`config.mk`:
```
export PLATFORM = sky130hd
export DESIGN_NAME = ssms_front_flat
export DESIGN_NICKNAME = d
export VERILOG_FILES = /design/src/hdl/ssms_pkg.sv /design/src/hdl/ssms_if.sv /design/src/hdl/ssms_front.sv /design/src/flat_wrapper.sv
export SDC_FILE = /design/constraint.sdc
export NUM_CORES = 1
export LEC_CHECK = 0
export ABC_AREA = 1
export BUFFER_PORTS_ARGS = -buffer_cell sky130_fd_sc_hd__buf_2
export CAP_MARGIN = 5
export CORE_ASPECT_RATIO = 1.1
export CORE_MARGIN = 2
export CORE_UTILIZATION = 50
export CTS_CLUSTER_SIZE = 30
export DETAILED_ROUTE_END_ITERATION = 16
export GPL_TIMING_DRIVEN = 0
export PLACE_DENSITY = 0.8
export SETUP_SLACK_MARGIN = 0.02
export SYNTH_ARGS = -nofsm -noshare
export SYNTH_HDL_FRONTEND = slang
export SYNTH_SLANG_ARGS = --single-unit
```
`constraint.sdc`:
```
create_clock -name i_clk -period 6.9 [get_ports i_clk]
set_input_delay 1.38 -clock i_clk [delete_from_list [all_inputs] [get_ports i_clk]]
set_output_delay 1.38 -clock i_clk [all_outputs]
set_load 0.005 [all_outputs]
```
`src/hdl/ssms_pkg.sv`:
```
// Shared types and constants for the stock span stack block.
`default_nettype none
package ssms_pkg;

    localparam int HEIGHT_W = 16;
    localparam int SPAN_W   = 11;
    localparam logic [SPAN_W-1:0] SPAN_FIELD_MAX = 11'd2047;

    // Front-end classification carried with every queued item.
    typedef struct packed {
        logic start;  // first bar of a new sequence
        logic ovf;    // bar lies beyond the sequence limit
    } t_class;

    // Back-end status seen by the top level.
    typedef struct packed {
        logic busy;
        logic pop;
        logic push;
        logic empty;
    } t_back_stat;

endpackage
`default_nettype wire

```
`src/hdl/ssms_if.sv`:
```
// Valid/ready channel interfaces for bar items and span results.
`default_nettype none
interface ssms_in_if;
    logic                                 valid;
    logic                                 ready;
    logic signed [ssms_pkg::HEIGHT_W-1:0] height;
    logic                                 start_req;

    modport source (output valid, output height, output start_req, input ready);
    modport sink   (input valid, input height, input start_req, output ready);
endinterface

`default_nettype wire

```
`src/hdl/ssms_front.sv`:
```
// Front end: accepts bars, assigns positions, flags overflow, queues items.
`default_nettype none
module ssms_front #(
    parameter int MAX_LEN = 1024
) (
    input  wire logic                                 i_clk,
    input  wire logic                                 i_rst_n,
    ssms_in_if.sink                                   i_in,
    output      logic                                 o_q_valid,
    input  wire logic                                 i_q_ready,
    output      logic signed [ssms_pkg::HEIGHT_W-1:0] o_q_height,
    output      ssms_pkg::t_class                     o_q_cls,
    output      logic [$clog2(MAX_LEN+1)-1:0]         o_q_pos
);

    localparam int CW = $clog2(MAX_LEN + 1);

    logic signed [ssms_pkg::HEIGHT_W-1:0] r_q_h   [2];
    ssms_pkg::t_class                     r_q_cls [2];
    logic [CW-1:0]                        r_q_pos [2];
    logic                                 r_wp;
    logic                                 r_rp;
    logic [1:0]                           r_cnt;
    logic [CW-1:0]                        r_pos;

    logic          enq;
    logic          deq;
    logic [CW-1:0] item_pos;
    logic          item_ovf;

    assign i_in.ready = (r_cnt != 2'd2);
    assign enq        = i_in.valid && i_in.ready;
    assign deq        = o_q_valid && i_q_ready;

    // position restarts at a start marker; sticks at the limit
    assign item_pos = i_in.start_req ? '0 : r_pos;
    assign item_ovf = (item_pos == CW'(MAX_LEN));

    assign o_q_valid  = (r_cnt != 2'd0);
    assign o_q_height = r_q_h[r_rp];
    assign o_q_cls    = r_q_cls[r_rp];
    assign o_q_pos    = r_q_pos[r_rp];

    always_ff @(posedge i_clk) begin
        if (!i_rst_n) begin
            r_wp  <= 1'b0;
            r_rp  <= 1'b0;
            r_cnt <= 2'd0;
            r_pos <= '0;
        end else begin
            if (enq) begin
                r_q_h[r_wp]         <= i_in.height;
                r_q_cls[r_wp].start <= i_in.start_req;
                r_q_cls[r_wp].ovf   <= item_ovf;
                r_q_pos[r_wp]       <= item_pos;
                r_wp                <= ~r_wp;
                r_pos               <= item_ovf ? item_pos : item_pos + CW'(1);
            end
            if (deq) begin
                r_rp <= ~r_rp;
            end
            case ({enq, deq})
                2'b10:   r_cnt <= r_cnt + 2'd1;
                2'b01:   r_cnt <= r_cnt - 2'd1;
                default: r_cnt <= r_cnt;
            endcase
        end
    end

endmodule
`default_nettype wire

```
`src/flat_wrapper.sv`:
```
// flat-port wrapper written by rule: the top's interface ports become plain ports
module ssms_front_flat 
#(
    parameter int MAX_LEN = 1024
)
  (i_clk, i_rst_n, o_q_valid, i_q_ready, o_q_height, o_q_cls, o_q_pos, i_in_valid, i_in_height, i_in_start_req, i_in_ready);
  ssms_in_if i_in_i ();
  input  wire logic i_clk;
  input  wire logic i_rst_n;
  output      logic o_q_valid;
  input  wire logic i_q_ready;
  output      logic signed [ssms_pkg::HEIGHT_W-1:0] o_q_height;
  output      ssms_pkg::t_class o_q_cls;
  output      logic [$clog2(MAX_LEN+1)-1:0] o_q_pos;
  input wire logic [$bits(i_in_i.valid)-1:0] i_in_valid;
  input wire logic [$bits(i_in_i.height)-1:0] i_in_height;
  input wire logic [$bits(i_in_i.start_req)-1:0] i_in_start_req;
  output wire logic [$bits(i_in_i.ready)-1:0] i_in_ready;
  assign i_in_i.valid = i_in_valid;
  assign i_in_i.height = i_in_height;
  assign i_in_i.start_req = i_in_start_req;
  assign i_in_ready = i_in_i.ready;
  ssms_front #(.MAX_LEN(MAX_LEN)) u_core (.i_clk(i_clk), .i_rst_n(i_rst_n), .i_in(i_in_i), .o_q_valid(o_q_valid), .i_q_ready(i_q_ready), .o_q_height(o_q_height), .o_q_cls(o_q_cls), .o_q_pos(o_q_pos));
endmodule
```
Yosys cells after proc, flatten, opt, wreduce, memory -nomap -nowiden
Memories as Yosys holds them, arrays and structs flattened. A register that Yosys moved wholly into a read port is not among the register bits.
Cells that the tools add are included.
{"block": "totals", "ramBits": 58, "reg_bits": 15, "memories": 3, "wordCells": 32}
{"block": "op_classes", "n_eq_ne": 4, "n_bitwise": 2, "n_reduce_logical": 4, "n_addsub": 3, "mux": 12}
{"memory": "u_core.r_q_h", "depth": 2, "width": 16, "rd": 1, "rd_clocked_by_memory_dff": 1, "wr": 1, "line_no": "ssms_front.sv:18", "source": "logic signed [ssms_pkg::HEIGHT_W-1:0] r_q_h [2];"}
{"memory": "u_core.r_q_pos", "depth": 2, "width": 11, "rd": 1, "rd_clocked_by_memory_dff": 1, "wr": 1, "line_no": "ssms_front.sv:20", "source": "logic [CW-1:0] r_q_pos [2];"}
{"memory": "u_core.r_q_cls", "depth": 2, "width": 2, "rd": 1, "rd_clocked_by_memory_dff": 1, "wr": 1, "line_no": "ssms_front.sv:19", "source": "ssms_pkg::t_class r_q_cls [2];"}
{"op": "11-bit two-way mux", "n": 2}
{"op": "11-bit by 1-bit adder with 11-bit output (second input constant)", "n": 1}
{"op": "11-bit equality test (second input constant)", "n": 1}
{"op": "1-bit two-way mux", "n": 9}
{"op": "2-bit case mux with 2 select lines", "n": 1}
{"op": "2-bit nonzero test", "n": 2}
{"op": "2-bit by 1-bit adder with 2-bit output (second input constant)", "n": 1}
{"op": "2-bit by 1-bit equality test with 1-bit output (second input constant)", "n": 1}
{"op": "2-bit equality test (second input constant)", "n": 1}
{"op": "1-bit logical AND", "n": 2}
{"op": "2-bit inequality test (second input constant)", "n": 1}
{"op": "1-bit inverter", "n": 2}
{"op": "2-bit by 1-bit subtractor with 2-bit output (second input constant)", "n": 1}

Logic depth before layout (Yosys ltp)
{"block": "depth", "depth_word": 5, "depth_mapped": 10, "ltp_nobuf": 9}

Worst setup path before layout
OpenSTA, ideal clock, no wires.
{"block": "synth_path", "path_type": "input to register", "from": "input port i_rst_n", "to": "memory u_core.r_q_cls[1][0] (netlist bit) (enable)", "setup_ns": 0.451, "n_path_buf": 1, "setup_slack_ns": 2.734, "arrival_time_ns": 3.715, "t_required_ns": 6.449, "path_stages": 3, "cell_sequence": "buf_2 > inv_1 > nor3_1"}
{"block": "synth_via", "elab_chain_len": 2}
{"element": "start, declared", "line_no": "flat_wrapper.sv:9", "source": "input wire logic i_rst_n;"}
{"element": "1-bit two-way mux", "line_no": "ssms_front.sv:45", "source": "if (!i_rst_n) begin"}
{"element": "1-bit two-way mux (not written as such)", "line_no": "ssms_front.sv:54", "source": "r_q_cls[r_wp].ovf <= item_ovf;"}
{"element": "end, declared", "line_no": "ssms_front.sv:19"}
Every way passes these cells.

==> parameters.txt <==
Parameter                              Value

Clock tree
  Clock latency of the later-clocked register in the worst-skew pair    0.34 ns
  Number of levels in the clock H-tree    3
  CTS root buf    sky130_fd_sc_hd__clkbuf_8
  Clk sinks    74
  Post-cts hold buffer count    0
  Post-CTS Setup Repair Bufs    0
  CTS Buf Count    9
  Clock tree from TritonCTS    built
  Clock-pin slew on the worst setup and hold paths    0.07 ns
  Count of instances resized after the clock tree is built    0
  Buffer depth of the longest clock path    2

Setup path
  Capturing element type of the critical path    output port
  Nature of the critical path startpoint    register
  Maximum single-stage delay on the critical path    0.37 ns
  Required time of the critical path    5.52 ns
  Classification of the worst setup path    register to output port
  Crit path arrival time    ~1.8 ns
  CP max stage cell    sky130_fd_sc_hd__mux2_2
  Reg2Reg Setup Slack    4.69 ns
  Highest fanout seen on the critical path    10
  Number of buffer and inverter instances along the worst setup path    3
  Crit-path leading delay family    buffers and inverters
  Cell repeated most along the worst path    sky130_fd_sc_hd__buf_2
  Cell breakdown of the critical path    buf_2, buf_2, mux2_2, buf_2

Layout
  Area growth from synthesis to layout    20.8%
  Sequential cell area    2060 µm²
  Fraction of layout cells with a size suffix above 1    36.1%
  Antenna diodes    0
  Area used by multi-input combinational logic    slightly above 800 µm²
  Number of fill cells in the layout    approximately 430
  Nets@finish    ~320

Detailed routing
  Per-cell routed wire length    approximately 14 µm
  Overall via count from detail_route    1893
  Number of routed nets with antenna violations    0
  Post-DR vias/cell    4.96
  Remaining DRCs    0
  Length of the first detailed-routing pass in iterations    4
  Detailed-route wire length    5240 µm
  Number of DRC violations after detailed-routing iteration 0    98

Synth
  Netlist area before placement    3000 µm²
  Synth top cells by count    sky130_fd_sc_hd__edfxtp_1 (58), sky130_fd_sc_hd__nand2_1 (36), sky130_fd_sc_hd__mux2_2 (29), sky130_fd_sc_hd__nor2_1 (24), sky130_fd_sc_hd__inv_1 (23)
  Number of nets produced by synthesis    259
  Area share of the leading cell type in the synthesized netlist    58.1%
  Warning count from the yosys run    0
  Fraction of registers with async set/reset    0%
  Synthesized area per cell    12.6 µm²
  Post-Synthesis Cells    237
  Biggest area consumer among synthesized cells    sky130_fd_sc_hd__edfxtp_1
  Number of flops mapped to enable cells by yosys    58
  Distinct cells, synth    25
  Count of state elements after synthesis    74
  Dominant cells by area after synthesis    sky130_fd_sc_hd__edfxtp_1 (58%), sky130_fd_sc_hd__mux2_2 (11%), sky130_fd_sc_hd__dfxtp_1 (11%)
  Post-synth top flop    sky130_fd_sc_hd__edfxtp_1
  Count leader, synth    sky130_fd_sc_hd__edfxtp_1
  Register area share after synthesis    68.8%

Pwr
  Leakage power    0.00146 µW
  Logic pwr share    18.3%
  Portion of total power attributed to sequential cells    47.0%
  Final Power    1140 µW
  Share of power burned in the clock network    a little over a third
  Switching pwr    280 µW
  Internal power    862 µW
  Highest ir drop seen on vdd    0.186 mV
  Power Dens Cells    316 nW/µm²
  Net switching share of the total power    roughly a quarter

Floorplan
  Initial core utilization    about half
  Rows    29
  DIE WIDTH    77.8 µm
  DIE AREA    6630 µm²
  Core Area    approximately 5800 µm²
  Overall die height    85.2 µm
  Num ports    52

Timing
  Post-route worst hold slack    0.458 ns
  Final Skew    roughly 0.007 ns
  Achievable clock frequency    about 320 MHz
  Post-route worst setup slack    3.76 ns
  Slew at the pin closest to its max-slew limit    0.845 ns
  Post-route minimum period    3.14 ns
  TNS Setup    0 ns
  Max-slew headroom    43.6%
  Setup-failing EPs final    0
  Hold violation count in the final report    0
  Fin crit share    ~45%
  Final max-slew violation count    0
  Unrepaired setup endpoints after global routing    false

Placed design
  Worst slack at placement    3.63 ns
  Total half-perimeter wirelength after legalization and detailed placement    3580 µm
  Port Buffer Count    50
  Routability cong.    around 0.85

Status
  Run status    finished clean

Global routing
  Maximum number of pins on one net before global-route repair    30
  First-pass GRT wire length    ~8500 µm
  Via count of the first global-routing pass    1853
  Global-route congestion overflow total    0
  Initial antenna violation count    0
  Overall global routing resource usage    16.9%

Worst hold path
  Classification of the worst-slack hold path    register to register

Run
  Max-Cap Viols    0
## flip-flops by register name, indices dropped and copies added, names as in the netlist, named ones only
register and count:
u_core.r_cnt 2, u_core.r_pos 11, u_core.r_q_cls 4, u_core.r_q_h 32, u_core.r_q_pos 22, u_core.r_rp 1
u_core.r_wp 1
## power groups by stage
| stage | registers [µW] | logic [µW] | clock network (µW) |
|---|---|---|---|
| after global placement | 546 | 202 | 0 |
| after detailed placement | 546 | 211 | 0 |
| final | 537 | 209 | 396 |
| after CTS | 537 | 213 | 406 |
| after floorplan | 543 | 135 | 0 |
| after global routing | 541 | 231 | 424 |
## per-layer routing
metal,GRT usage [%],up-vias,part of all wire (%)
li1,-,942,-
met1,20.0,889,42
met2,28.3,53,50
met3,3.62,9,6.2
met4,9.74,0,1.8
met5,0,-,0
## final timing paths
path,from,to,depth (start not counted)
worst max register to register,u_core.r_cnt[0],u_core.r_q_pos[0][4],7
worst min-delay path,u_core.r_rp,u_core.r_rp,1
worst min register to register,u_core.r_rp,u_core.r_rp,1
worst max-delay path,register,o_q_pos[9],4
## cells by family (layout without fill, tap and decap cells)
kind of cell / after synthesis / after routing / synth area share, %
buffers and inverters: 31 / 99 / 4.30
XOR/XNOR: 1 / 1 / 0.292
AND/OR/NAND/NOR: 81 / 81 / 11.7
AO/OA/AOI/OAI: 20 / 20 / 3.51
multiplexers: 29 / 29 / 10.9
adder cells (fa/ha/maj): 1 / 1 / 0.418
flip-flops: 74 / 74 / 68.8
## per-stage QoR
stage	instance area, µm²	instances	util, %
floorplan	3000	237	-
global placement	3340	364	57.9
detailed placement	3380	366	58.5
CTS	3620	382	62.7
global route	3620	382	62.7
finish	3620	382	62.7
## placed cells by master, fill, tap and decap left out, types with 2 or more instances in the layout
master and count:
sky130_fd_sc_hd__inv_2 2, sky130_fd_sc_hd__buf_6 3, sky130_fd_sc_hd__nand3_1 11, sky130_fd_sc_hd__edfxtp_1 58
sky130_fd_sc_hd__nor2_1 23, sky130_fd_sc_hd__nand3b_1 2, sky130_fd_sc_hd__a21oi_1 10, sky130_fd_sc_hd__mux2_2 29
sky130_fd_sc_hd__nand2_1 36, sky130_fd_sc_hd__clkbuf_8 9, sky130_fd_sc_hd__o21ai_0 8, sky130_fd_sc_hd__buf_2 54
sky130_fd_sc_hd__dfxtp_1 16, sky130_fd_sc_hd__bufinv_16 3, sky130_fd_sc_hd__inv_1 23
## area by class of cell
cell class | count | share of cell area, %
multi-input combinational | 132 | 22.6
sequential | 74 | 57.0
timing repair buffer | 52 | 7.54
tap | 77 | 2.66
clock buffer | 9 | 3.42
inverter | 25 | 2.59
buffer | 6 | 0.969
clock inverter | 7 | 3.22
(Power assumes the default switching activity.)
